[config.mk]
export PLATFORM = sky130hd
export DESIGN_NAME = double_ended_queue
export DESIGN_NICKNAME = d
export VERILOG_FILES = /design/src/rtl/deq_pkg.sv /design/src/rtl/deq_ram.sv /design/src/rtl/deq_ctrl.sv /design/src/rtl/double_ended_queue.sv
export SDC_FILE = /design/constraint.sdc
export NUM_CORES = 1
export LEC_CHECK = 0
export BUFFER_PORTS_ARGS = -buffer_cell sky130_fd_sc_hd__buf_2
export CAP_MARGIN = 40
export CORE_MARGIN = 4
export CORE_UTILIZATION = 60
export DETAILED_ROUTE_END_ITERATION = 8
export PLACE_DENSITY_LB_ADDON = 0.08
export SLEW_MARGIN = 20
export SYNTH_ARGS = -nofsm -noshare
export SYNTH_HDL_FRONTEND = slang
export SYNTH_SLANG_ARGS = --single-unit
[constraint.sdc]
create_clock -name clk -period 9.95 [get_ports clk]
set_input_delay 1.4925 -clock clk [delete_from_list [all_inputs] [get_ports clk]]
set_output_delay 1.4925 -clock clk [all_outputs]
set_load 0.005 [all_outputs]
[src/rtl/deq_pkg.sv]
// Shared types, constants and ring arithmetic for the double-ended queue.
package deq_pkg;

  localparam int CAPACITY = 16;
  localparam int ADDR_W   = $clog2(CAPACITY);
  localparam int CNT_W    = $clog2(CAPACITY + 1);
  localparam int DATA_W   = 32;

  typedef enum logic [2:0] {
    OP_PUSH_FRONT = 3'd0,
    OP_PUSH_BACK  = 3'd1,
    OP_POP_FRONT  = 3'd2,
    OP_POP_BACK   = 3'd3,
    OP_DUMP       = 3'd4
  } deq_op_t;

  typedef enum logic [1:0] {
    ST_OK    = 2'd0,
    ST_EMPTY = 2'd1,
    ST_FULL  = 2'd2
  } deq_status_t;

  typedef struct packed {
    logic [2:0]               operation;
    logic signed [DATA_W-1:0] value;
  } deq_req_t;

  typedef struct packed {
    logic [1:0]               status;
    logic signed [DATA_W-1:0] result_value;
    logic                     last;
  } deq_rsp_t;

  typedef struct packed {
    logic              we;
    logic [ADDR_W-1:0] waddr;
    logic [DATA_W-1:0] wdata;
    logic              re;
    logic [ADDR_W-1:0] raddr;
  } deq_mem_req_t;

  // (base + offset) mod CAPACITY, both operands already below CAPACITY
  function automatic logic [ADDR_W-1:0] ring_add(logic [ADDR_W-1:0] base,
                                                 logic [ADDR_W-1:0] offset);
    logic [ADDR_W:0] sum;
    sum = {1'b0, base} + {1'b0, offset};
    if (sum >= (ADDR_W + 1)'(CAPACITY)) begin
      sum = sum - (ADDR_W + 1)'(CAPACITY);
    end
    return sum[ADDR_W-1:0];
  endfunction

endpackage

[src/rtl/deq_ram.sv]
// Simple dual-port RAM: one write port, one read port with registered data.
module deq_ram #(
  parameter int DEPTH = 16,
  parameter int WIDTH = 32
) (
  input  logic                     clk,
  input  logic                     we,
  input  logic [$clog2(DEPTH)-1:0] waddr,
  input  logic [WIDTH-1:0]         wdata,
  input  logic                     re,
  input  logic [$clog2(DEPTH)-1:0] raddr,
  output logic [WIDTH-1:0]         rdata
);

  logic [WIDTH-1:0] mem [DEPTH];

  always_ff @(posedge clk) begin
    if (we) begin
      mem[waddr] <= wdata;
    end
  end

  always_ff @(posedge clk) begin
    if (re) begin
      rdata <= mem[raddr];
    end
  end

endmodule

[src/rtl/deq_ctrl.sv]
// Request sequencer: decodes operations, keeps front/count, drives the RAM.
module deq_ctrl (
  input  logic                            clk,
  input  logic                            rst,
  input  logic                            req_valid,
  output logic                            req_ready,
  input  deq_pkg::deq_req_t               req,
  output deq_pkg::deq_mem_req_t           mem_req,
  input  logic signed [deq_pkg::DATA_W-1:0] rdata,
  output logic                            res_valid,
  input  logic                            res_ready,
  output deq_pkg::deq_rsp_t               res
);
  import deq_pkg::*;

  typedef enum logic [2:0] {
    S_IDLE = 3'b001,
    S_READ = 3'b010,
    S_WAIT = 3'b100
  } state_t;

  state_t            state, state_next;
  logic [ADDR_W-1:0] front, front_next;
  logic [CNT_W-1:0]  count, count_next;
  logic [ADDR_W-1:0] idx, idx_next;
  logic              is_dump, is_dump_next;
  deq_rsp_t          pend, pend_next;

  logic              full, empty, rd_last;
  logic [ADDR_W-1:0] idx_inc;

  assign full    = (count == CNT_W'(CAPACITY));
  assign empty   = (count == '0);
  assign idx_inc = idx + ADDR_W'(1);
  // dump is finished when the entry just read was the back one
  assign rd_last = !is_dump || ({1'b0, idx} + CNT_W'(1) == count);

  always_comb begin
    state_next   = state;
    front_next   = front;
    count_next   = count;
    idx_next     = idx;
    is_dump_next = is_dump;
    pend_next    = pend;
    mem_req      = '0;
    req_ready    = (state == S_IDLE);
    res_valid    = 1'b0;
    res          = '0;

    case (state)
      S_IDLE: begin
        if (req_valid) begin
          case (deq_op_t'(req.operation))
            OP_PUSH_FRONT: begin
              state_next = S_WAIT;
              if (full) begin
                pend_next = '{status: ST_FULL, result_value: '0, last: 1'b1};
              end else begin
                front_next    = ring_add(front, ADDR_W'(CAPACITY - 1));
                mem_req.we    = 1'b1;
                mem_req.waddr = ring_add(front, ADDR_W'(CAPACITY - 1));
                mem_req.wdata = req.value;
                count_next    = count + CNT_W'(1);
                pend_next     = '{status: ST_OK, result_value: '0, last: 1'b1};
              end
            end
            OP_PUSH_BACK: begin
              state_next = S_WAIT;
              if (full) begin
                pend_next = '{status: ST_FULL, result_value: '0, last: 1'b1};
              end else begin
                mem_req.we    = 1'b1;
                mem_req.waddr = ring_add(front, count[ADDR_W-1:0]);
                mem_req.wdata = req.value;
                count_next    = count + CNT_W'(1);
                pend_next     = '{status: ST_OK, result_value: '0, last: 1'b1};
              end
            end
            OP_POP_FRONT: begin
              if (empty) begin
                pend_next  = '{status: ST_EMPTY, result_value: '0, last: 1'b1};
                state_next = S_WAIT;
              end else begin
                mem_req.re   = 1'b1;
                mem_req.raddr = front;
                front_next   = ring_add(front, ADDR_W'(1));
                count_next   = count - CNT_W'(1);
                is_dump_next = 1'b0;
                state_next   = S_READ;
              end
            end
            OP_POP_BACK: begin
              if (empty) begin
                pend_next  = '{status: ST_EMPTY, result_value: '0, last: 1'b1};
                state_next = S_WAIT;
              end else begin
                mem_req.re    = 1'b1;
                mem_req.raddr = ring_add(front, ADDR_W'(count - CNT_W'(1)));
                count_next    = count - CNT_W'(1);
                is_dump_next  = 1'b0;
                state_next    = S_READ;
              end
            end
            OP_DUMP: begin
              if (empty) begin
                pend_next  = '{status: ST_EMPTY, result_value: '0, last: 1'b1};
                state_next = S_WAIT;
              end else begin
                mem_req.re    = 1'b1;
                mem_req.raddr = front;
                idx_next      = '0;
                is_dump_next  = 1'b1;
                state_next    = S_READ;
              end
            end
            default: begin
              // unused opcodes are dropped silently
            end
          endcase
        end
      end
      S_READ: begin
        res_valid = 1'b1;
        res       = '{status: ST_OK, result_value: rdata, last: rd_last};
        if (res_ready) begin
          if (rd_last) begin
            state_next = S_IDLE;
          end else begin
            idx_next      = idx_inc;
            mem_req.re    = 1'b1;
            mem_req.raddr = ring_add(front, idx_inc);
          end
        end else begin
          // RAM data is only good for this cycle; park it
          pend_next  = res;
          state_next = S_WAIT;
        end
      end
      S_WAIT: begin
        res_valid = 1'b1;
        res       = pend;
        if (res_ready) begin
          if (pend.last) begin
            state_next = S_IDLE;
          end else begin
            idx_next      = idx_inc;
            mem_req.re    = 1'b1;
            mem_req.raddr = ring_add(front, idx_inc);
            state_next    = S_READ;
          end
        end
      end
      default: begin
        state_next = S_IDLE;
      end
    endcase
  end

  always_ff @(posedge clk) begin
    if (rst) begin
      state   <= S_IDLE;
      front   <= '0;
      count   <= '0;
      is_dump <= 1'b0;
    end else begin
      state   <= state_next;
      front   <= front_next;
      count   <= count_next;
      is_dump <= is_dump_next;
    end
  end

  always_ff @(posedge clk) begin
    idx  <= idx_next;
    pend <= pend_next;
  end

endmodule

[src/rtl/double_ended_queue.sv]
// Top level of the bounded double-ended queue: sequencer, entry RAM, output register.
//
// Usage:
//   Requests enter on req_valid/req_ready with req.operation and req.value.
//   Responses leave on rsp_valid/rsp_ready with status, result_value, last.
//   Push and pop requests give one response; dump gives one response per
//   stored entry, front to back, with last on the back entry (one EMPTY
//   response when the queue is empty). Unused opcodes give no response.
// Timing:
//   A push takes its response through the pending register into the output
//   register; a pop's registered RAM read data goes to the output register.
//   A dump makes one RAM read per entry, each with registered read data.
//   A new request is taken once the previous one has handed its last
//   response to the output register.
// Reset:
//   Synchronous rst empties the queue (front and count cleared). The entry
//   RAM keeps its contents; only live entries are ever read.
// Stall:
//   While rsp_ready is low the output register holds its response and the
//   sequencer parks one more in its pending register, then waits.
module double_ended_queue (
  input  logic              clk,
  input  logic              rst,
  input  logic              req_valid,
  output logic              req_ready,
  input  deq_pkg::deq_req_t req,
  output logic              rsp_valid,
  input  logic              rsp_ready,
  output deq_pkg::deq_rsp_t rsp
);
  import deq_pkg::*;

  deq_mem_req_t      mem_req;
  logic [DATA_W-1:0] rdata;
  logic              res_valid;
  logic              res_ready;
  deq_rsp_t          res;

  assign res_ready = !rsp_valid || rsp_ready;

  deq_ctrl u_ctrl (
    .clk       (clk),
    .rst       (rst),
    .req_valid (req_valid),
    .req_ready (req_ready),
    .req       (req),
    .mem_req   (mem_req),
    .rdata     (rdata),
    .res_valid (res_valid),
    .res_ready (res_ready),
    .res       (res)
  );

  // writes and reads never hit the RAM in the same cycle: pushes happen
  // only on accept, reads only for pops and dumps
  deq_ram #(
    .DEPTH (CAPACITY),
    .WIDTH (DATA_W)
  ) u_ram (
    .clk   (clk),
    .we    (mem_req.we),
    .waddr (mem_req.waddr),
    .wdata (mem_req.wdata),
    .re    (mem_req.re),
    .raddr (mem_req.raddr),
    .rdata (rdata)
  );

  always_ff @(posedge clk) begin
    if (rst) begin
      rsp_valid <= 1'b0;
    end else if (res_ready) begin
      rsp_valid <= res_valid;
    end
  end

  always_ff @(posedge clk) begin
    if (res_ready && res_valid) begin
      rsp <= res;
    end
  end

endmodule

* Yosys cells after proc, flatten, opt, wreduce, memory -nomap -nowiden
Memory sizes are Yosys's and may differ from the RTL's. A register that Yosys moved wholly into a read port is not among the register bits.
Index checks and enable logic that the tools add are counted.
** Operators by class
- Reduce and logical (&&, ||, !) cells :: 23
- Equality and inequality tests :: 25
- Muxes and demuxes :: 53
- Add/sub/neg operators :: 14
- Order comparisons :: 5
** Operators by type and width (number)
- case mux 35 bit (2 select lines) :: 3
- 2-to-1 mux 35 bit :: 4
- 2-to-1 mux 37 bit :: 3
- case mux 37 bit (2 select lines) :: 1
- 2-to-1 mux 4 bit :: 14
- 2-to-1 mux 42 bit :: 1
- 2-to-1 mux 5 bit :: 8
- >= comparator 5 bit, second input constant :: 5
- inequality test 2 bit, second input constant :: 12
- case mux 5 bit (2 select lines) :: 2
- AND reduction 5 bit :: 4
- subtractor 4 x 1 -> 4 bit, second input constant :: 5
- adder 4 x 4 -> 5 bit :: 3
- 2-to-1 mux 3 bit :: 5
- case mux 5 bit (3 select lines) :: 1
- case mux 4 bit (3 select lines) :: 1
- adder 4 x 1 -> 5 bit, second input constant :: 2
- equality test 3 x 2 -> 1 bit, second input constant :: 3
- case mux 3 bit (3 select lines) :: 1
- case mux 4 bit (2 select lines) :: 1
- AND reduction 8 bit :: 1
- nonzero test 2 bit :: 4
- OR reduction 2 bit :: 4
- equality test 3 x 1 -> 1 bit, second input constant :: 2
- other kinds (22) :: 30
** Word-level totals
- Register bits after elaboration :: 88
- Output and inout bits :: 37
- Memory bits (writable) :: 512
- Word-level logic and storage cells :: 133
- Memories :: 1
- Input bits :: 39
** Memories
- u_ram.mem :: depth 16, bits a word 32, read ports 1, clocked after memory_dff 1, wr ports 1, line deq_ram.sv:15 : logic [WIDTH-1:0] mem [DEPTH];

* Logic depth before layout (Yosys ltp)
Gate-level depths: netlist (run 1).
- Depth in word-level cells :: 10
- Depth in mapped cells :: 13
- Gate-level depth less buffers :: 12

* Cells and area by module
Synthesis (run 1) repeated with hierarchy kept, for this count alone.
** Second synthesis, totals
- Cells, all modules :: 1246
- Area total of the unflattened synthesis :: 24865.1 µm²
** By module, submodules not included
- deq_ram :: area each 20155.6 µm², times used 1, cells each 838
- deq_ctrl :: area each 3603.5 µm², times used 1, cells each 368
- double_ended_queue :: area each 1106.1 µm², times used 1, cells each 40

* Worst setup path before layout (run 1)
Ideal clock, no wire load.
- Path kind :: input to register
- From :: input req[32] (netlist name)
- To :: memory u_ram.mem[11][0], enable pin
- Buffers on the path :: 2
- Stages :: 6
- Arrival time :: 4188 ps
- Slack :: 5341 ps
- Data required time :: 9529 ps
- Cell sequence :: buf_2 buf_1 nor2_1 a2111oi_0 nand3_1 nor2_1
** Between the ends
- Cells in the longest elaborated chain, start to end :: 6
** Ends and longest elaborated chain
- start: declaration :: line double_ended_queue.sv:26 : input deq_pkg::deq_req_t req,
- equality test 3 x 1 -> 1 bit / zero test 3 bit (equally long branches) :: line deq_ctrl.sv:53 : case (deq_op_t'(req.operation))
- case mux 37 bit (2 select lines) * :: line deq_ctrl.sv:53
- 2-to-1 mux 42 bit * :: line deq_ctrl.sv:52 : if (req_valid) begin
- 2-to-1 mux 37 bit * :: line deq_ctrl.sv:50 : case (state)
- 2-to-1 mux 1 bit :: line deq_ram.sv:18 : if (we) begin
- 2-to-1 mux 1 bit (implied by the code) :: line deq_ram.sv:19 : mem[waddr] <= wdata;
- end: declaration :: line deq_ram.sv:15
Every way passes the cells marked *; elsewhere a longest branch is shown, timed or not.

* Final worst setup path (run 1)
- From :: input rsp_ready
- To :: register u_ram.rdata[14], read port of u_ram.mem (data pin)
** Between the ends
- Cells in the longest elaborated chain, start to end :: 3
** Ends and longest elaborated chain
- start: declaration :: line double_ended_queue.sv:28 : input logic rsp_ready,
- logical OR 1 bit * :: line double_ended_queue.sv:39 : assign res_ready = !rsp_valid || rsp_ready;
- 2-to-1 mux 5 bit (on tied branches) :: line deq_ctrl.sv:142, deq_ctrl.sv:125
- case mux 5 bit (3 select lines) * :: line deq_ctrl.sv:50
- end: declaration :: line deq_ram.sv:12 : output logic [WIDTH-1:0] rdata
Marks and branches as above.
A chain may end at the register's enable or synchronous reset.

==> impl_metrics.env, run 1 <==
export IMPL_ys_warn_count=0
export IMPL_grt_pass1_vias=13027
export IMPL_cap_violations=0
export IMPL_dp_cells=2020
export IMPL_dp_hpwl_um=29160
export IMPL_critPathBufInv=3
export IMPL_final_cell_mix="618 x edfxtp_1, 257 x mux2i_1, 128 x o22ai_1, 75 x buf_2, 61 x clkbuf_16"
export IMPL_post_route_drc_count=0
export IMPL_yosysUniqueCellTypes=60
export IMPL_finalMaxSlewViolations=0
export IMPL_core_area_um2=41110
export IMPL_yosysSeqAreaShare=0.7509
export IMPL_htreeDepth=2
export IMPL_avgSynthCellArea_um2=17.25
export IMPL_hold_viol_final=0
export IMPL_cp_top_family="buffers and inverters"
export IMPL_worst_ir_drop_vdd_mv=0.1372
export IMPL_wire_per_inst_um=26.89
export IMPL_post_cts_buffers=0
export IMPL_ctsResizeCount=0
export IMPL_gp_congestion=0.8755
export IMPL_n_fill_cell=2749
export IMPL_synth_compound_area_frac=0.05586
export IMPL_gr_total_overflow=0
export IMPL_syn_nets=1511
export IMPL_cts_sink_count=632
export IMPL_path_cells="buf_2 -> nor2b_1 -> nor2_2 -> a31oi_2 -> o22a_4 -> buf_12 -> buf_4 -> mux2i_1 -> o22ai_1 -> or4_1"
export IMPL_synth_fa_ha_area_frac=0.009875
export IMPL_start_util=0.6103
export IMPL_cts_root_buf="clkbuf_16"
export IMPL_synth_xor_area_share=0.009426
export IMPL_max_freq_ghz=0.1847
export IMPL_die_height_um=212.5
export IMPL_via_per_inst=6.309
export IMPL_finalSetupTns_ps=0
export IMPL_final_common_cell="edfxtp_1"
export IMPL_synthMuxAreaShare=0.1025
export IMPL_routed_wl_um=57330
export IMPL_worstSetupEndpointType="flip-flop"
export IMPL_critPathSlowestCell="o22a_4"
export IMPL_fin_skew_ps=17.78
export IMPL_grt_util_all_layers=0.2535
export IMPL_mappedNetlistArea_um2=25090
export IMPL_p_leak_uw=0.01054
export IMPL_antenna_cells=0
export IMPL_path_clk_slew_ps=60
export IMPL_cts_made_buffers=60
export IMPL_antenna_found_initial=2
export IMPL_clk_latency_ps=610
export IMPL_max_stage_delay_ps=750
export IMPL_fin_util=0.6791
export IMPL_ant_nets=0
export IMPL_syn_to_final_growth_pct=11.27
export IMPL_cts_tree="done"
export IMPL_clockBufferDepth=3
export IMPL_setup_violations=0
export IMPL_layout_nets=1607
export IMPL_ys_flop_type="edfxtp_1"
export IMPL_rsz0062_at_grt="false"
export IMPL_ios=76
export IMPL_numPortBuffers=75
export IMPL_grt_max_degree=131
export IMPL_hold_path_class="reg -> reg"
export IMPL_die_width_um=212.5
export IMPL_outcome="finished clean"
export IMPL_vias=13451
export IMPL_synth_simple_area_share=0.05072
export IMPL_tightest_slew_ps=1042
export IMPL_critPathKind="in -> reg"
export IMPL_arrival_ps=5740
export IMPL_fp_row_count=74
export IMPL_pwr_density_cell_nw_per_um2=185.2
export IMPL_drtIter0Drc=1525
export IMPL_grt_pass1_wl_um=84080
export IMPL_ys_ff_latch=632
export IMPL_fin_cells=2132
export IMPL_synth_edf_count=618
export IMPL_slew_headroom=0.3054
export IMPL_layout_min_cycle_time_ps=5413
export IMPL_critPathRequiredTime_ps=10280
export IMPL_netlist_instances=1454
export IMPL_drive_above_1_share=0.1369
export IMPL_fin_crit_sh=0.5440
export IMPL_synth_top_family_by_area="multiplexers"
export IMPL_synthArstFlopShare=0
export IMPL_firstDrtPassIters=5
export IMPL_holdBufCountCts=0
export IMPL_start_kind="primary input"
export IMPL_dieArea_um2=45150
export IMPL_critPathMaxFanout=130
[worst reg2reg max path, delay by kind of cell, from the launching register on]
family	cells	cell delay [ps]
multiplexers	1	260
buffers and inverters	2	1540
AO/OA/AOI/OAI	6	1960
adder cells (fa/ha/maj)	1	310
AND/OR/NAND/NOR	1	570
flip-flops	1	500
[where the power goes]
| part | internal (µW) | leakage, µW | switching, µW |
|---|---|---|---|
| Clock | 1140 | 0.000866 | 921 |
| Sequential | 2940 | 0.00505 | 15.9 |
| Combinational | 50.4 | 0.00463 | 102 |
[sequential cells by signal, summed over array words and instances (netlist names)]
signal	flops
u_ram.mem	512
rsp	35
u_ctrl.pend	35
u_ram.rdata	32
u_ctrl.count	5
u_ctrl.front	4
u_ctrl.idx	4
u_ctrl.state	3
rsp_valid	1
u_ctrl.is_dump	1
[per-layer routing]
layer | up-vias | global-route usage | wire length (µm)
li1 | 5979 | - | -
met1 | 6905 | 0.3841 | 25300
met2 | 483 | 0.3949 | 26920
met3 | 84 | 0.03748 | 3874
met4 | 0 | 0.06641 | 1234
met5 | - | 0 | 0
[cell type report]
| class | instances | area [µm²] | area share |
|---|---|---|---|
| Clock buffer | 78 | 1590 | 0.05697 |
| Clock inverter | 34 | 180.2 | 0.006454 |
| Inverter | 13 | 48.80 | 0.001748 |
| Multi-Input combinational cell | 731 | 5898 | 0.2113 |
| Sequential cell | 632 | 18840 | 0.6748 |
| Tap cell | 532 | 665.6 | 0.02384 |
| Timing Repair Buffer | 112 | 694.4 | 0.02488 |
[synthesized netlist by cell type (3+ instances only)]
cell type | instances | share of area
edfxtp_1 | 618 | 0.74
mux2i_1 | 257 | 0.10
o22ai_1 | 129 | 0.032
nor2_1 | 44 | 0.0066
and2_1 | 39 | 0.0097
a21o_1 | 35 | 0.010
and3_1 | 33 | 0.0082
or4_1 | 32 | 0.0096
nand2_1 | 27 | 0.0040
clkbuf_1 | 24 | 0.0036
buf_2 | 19 | 0.0038
xnor2_1 | 19 | 0.0066
ha_1 | 15 | 0.0075
a21oi_1 | 14 | 0.0028
buf_6 | 14 | 0.0063
dfxtp_1 | 14 | 0.011
buf_4 | 13 | 0.0039
inv_1 | 13 | 0.0019
nand3_1 | 9 | 0.0018
buf_1 | 8 | 0.0012
xor2_1 | 8 | 0.0028
o21ai_0 | 5 | 0.0010
nand3b_1 | 4 | 0.0012
nor3_1 | 4 | 0.00080
nor3b_1 | 4 | 0.0012
nor4_1 | 4 | 0.0010
fa_1 | 3 | 0.0024
nand2b_1 | 3 | 0.00075
or3_1 | 3 | 0.00075
or3b_1 | 3 | 0.0010
[through the flow]
step	hold slack (ps)	setup WS (ps)	total power, µW	area [µm²]
final	519.5	4537	5170	27920
after global routing	522.9	4435	5332	27920
after CTS	520.2	4624	5202	27920
after detailed placement	503.9	4016	3159	26150
after global placement	500.9	4199	3154	26090
after floorplan	489.5	5341	3097	25090
[path summary, 6_finish.rpt]
kind | cells after the start | end | slack [ps] | from
worst max-delay path | 10 | u_ram.rdata[14] | 4540 | rsp_ready
worst min-delay path | 1 | rsp[34] | 520 | u_ctrl.pend[34]
worst max register to register | 11 | u_ram.rdata[14] | 4550 | u_ctrl.idx[0]
worst min register to register | 1 | rsp[34] | 520 | u_ctrl.pend[34]
[logic make-up after synthesis]
group	Yosys count
DFF	632
muxes	257
and+or+nand+nor	221
AOI/OAI and AO/OA	208
buffers and inverters	91
xor gates and xnor gates	27
adders and majority gates	18
Power figures use the tool's default switching activity.
==> run 2, diff against run 1 <==
CORE_UTILIZATION = 56   (was 60)
clock period = 4.95 ns   (was 9.95 ns; I/O delays follow)
==> impl_metrics.env, run 2 (synthesis results as in run 1) <==
export IMPL_hold_end="u_ctrl.count[3]"
export IMPL_reg_top3="u_ram.mem x512, rsp x35, u_ctrl.pend x35"
export IMPL_cts_root_buf="clkbuf_16"
export IMPL_arrival_ps=4540
export IMPL_grt_pass1_vias=12955
export IMPL_start_kind="flip-flop"
export IMPL_clockBufferDepth=3
export IMPL_outcome="finished clean"
export IMPL_timing_rr_end="u_ram.rdata[18]"
export IMPL_numPortBuffers=75
export IMPL_grt_pass1_wl_um=82720
export IMPL_drive_above_1_share=0.1479
export IMPL_layout_min_cycle_time_ps=4200
export IMPL_tightest_slew_ps=806.0
export IMPL_routed_wl_um=55870
export IMPL_critPathRequiredTime_ps=5290
export IMPL_reg2reg_slack_ps=750
export IMPL_fin_crit_sh=0.8484
export IMPL_slew_headroom=0.4614
export IMPL_antenna_cells=0
export IMPL_layout_nets=1615
export IMPL_hold_viol_final=0
export IMPL_holdBufCountCts=0
export IMPL_pre_cts_ws_ps=738.4
export IMPL_path_clk_slew_ps=60
export IMPL_cts_made_buffers=61
export IMPL_via_per_inst=6.053
export IMPL_htreeDepth=2
export IMPL_p_leak_uw=0.01069
export IMPL_cts_tree="done"
export IMPL_finalMaxSlewViolations=0
export IMPL_final_cell_mix="618 x edfxtp_1, 257 x mux2i_1, 128 x o22ai_1, 75 x buf_2, 62 x clkbuf_16"
export IMPL_dieArea_um2=48250
export IMPL_gr_total_overflow=0
export IMPL_vias=13323
export IMPL_r2r_start="u_ctrl.idx[0]"
export IMPL_ctsResizeCount=0
export IMPL_ios=76
export IMPL_holdPathStages=2
export IMPL_fin_skew_ps=10.60
export IMPL_die_width_um=219.7
export IMPL_firstDrtPassIters=5
export IMPL_die_height_um=219.7
export IMPL_start_util=0.5673
export IMPL_rsz0062_at_grt="false"
export IMPL_antenna_found_initial=4
export IMPL_post_cts_buffers=0
export IMPL_dp_hpwl_um=29340
export IMPL_wire_per_inst_um=25.38
export IMPL_largest_reg_flops=512
export IMPL_grt_util_all_layers=0.2332
export IMPL_syn_to_final_growth_pct=12.65
export IMPL_ant_nets=0
export IMPL_hold_path_class="in -> reg"
export IMPL_grt_max_degree=57
export IMPL_core_area_um2=44220
export IMPL_worstSetupEndpointType="flip-flop"
export IMPL_clk_latency_ps=610
export IMPL_finalSetupTns_ps=0
export IMPL_final_setup_worst_slack_ps=750.2
export IMPL_worst_ir_drop_vdd_mv=0.2700
export IMPL_n_fill_cell=3138
export IMPL_hold_ws_ps=502.2
export IMPL_cts_sink_count=632
export IMPL_rr_worst_depth=11
export IMPL_fp_row_count=77
export IMPL_regMostFlops="u_ram.mem"
export IMPL_gp_congestion=0.8165
export IMPL_setup_violations=0
export IMPL_post_route_drc_count=0
export IMPL_max_freq_ghz=0.2381
export IMPL_pwr_density_cell_nw_per_um2=373.7
export IMPL_critPathKind="reg -> reg"
export IMPL_drtIter0Drc=1359
export IMPL_critPathMaxFanout=30
export IMPL_cap_violations=0
export IMPL_final_common_cell="edfxtp_1"
export IMPL_fin_util=0.6391
export IMPL_worstHoldStart="rst"
-- run 2: metrics by stage --
stage,instance area (µm²),instances,power (µW)
2_1_floorplan,25090,1454,6226
3_5_place_dp,26400,2087,6357
3_3_place_gp,26380,2086,6344
4_1_cts,28260,2201,10640
6_report,28260,2201,10560
5_1_grt,28260,2201,10910
-- run 2: layer usage --
metal | wire [µm] | vias to the layer above | global-route usage
met5 | 0 | - | 0
met4 | 1332 | 0 | 0.06845
met3 | 4158 | 89 | 0.04082
met2 | 26660 | 494 | 0.3754
met1 | 23720 | 6746 | 0.3320
li1 | - | 5994 | -
-- run 2: area by class of cell --
class                   instances  area [µm²]  area share
clock buffers                  79        1625     0.05751
clock inverters                35       234.0    0.008279
inverters                      13       48.80    0.001727
multi-input cells             731        5899      0.2087
flip-flops and latches        632       18840      0.6665
well taps                     592       740.7     0.02621
repair buffers                119       875.8     0.03099
-- run 2: power by group --
part | internal [µW] | switching (µW)
Sequential | 5900 | 30.8
Clock | 2420 | 1900
Combinational | 107 | 203
-- run 2: critical path, cell delays in order (launching register included) --
cell and delay (ps):
edfxtp_1 460, ha_1 290, o21ba_2 230, a221oi_2 300, o2111ai_2 220, a31oi_2 340
o22a_4 600, buf_12 300, buf_4 290, mux2i_1 210, o22ai_1 90, or4_1 550
-- run 2: worst max-delay path by stage --
stage,to,startpoint,slack [ps],depth (start not counted)
after global placement,u_ram.rdata[18],u_ctrl.idx[0],850,11
after detailed placement,u_ram.rdata[18],u_ctrl.idx[0],740,11
after floorplan,u_ram.mem[11][0],req[32],1090,6
after global routing,u_ram.rdata[18],u_ctrl.idx[0],500,11
after CTS,u_ram.rdata[18],u_ctrl.idx[0],740,11
final,u_ram.rdata[18],u_ctrl.idx[0],750,11
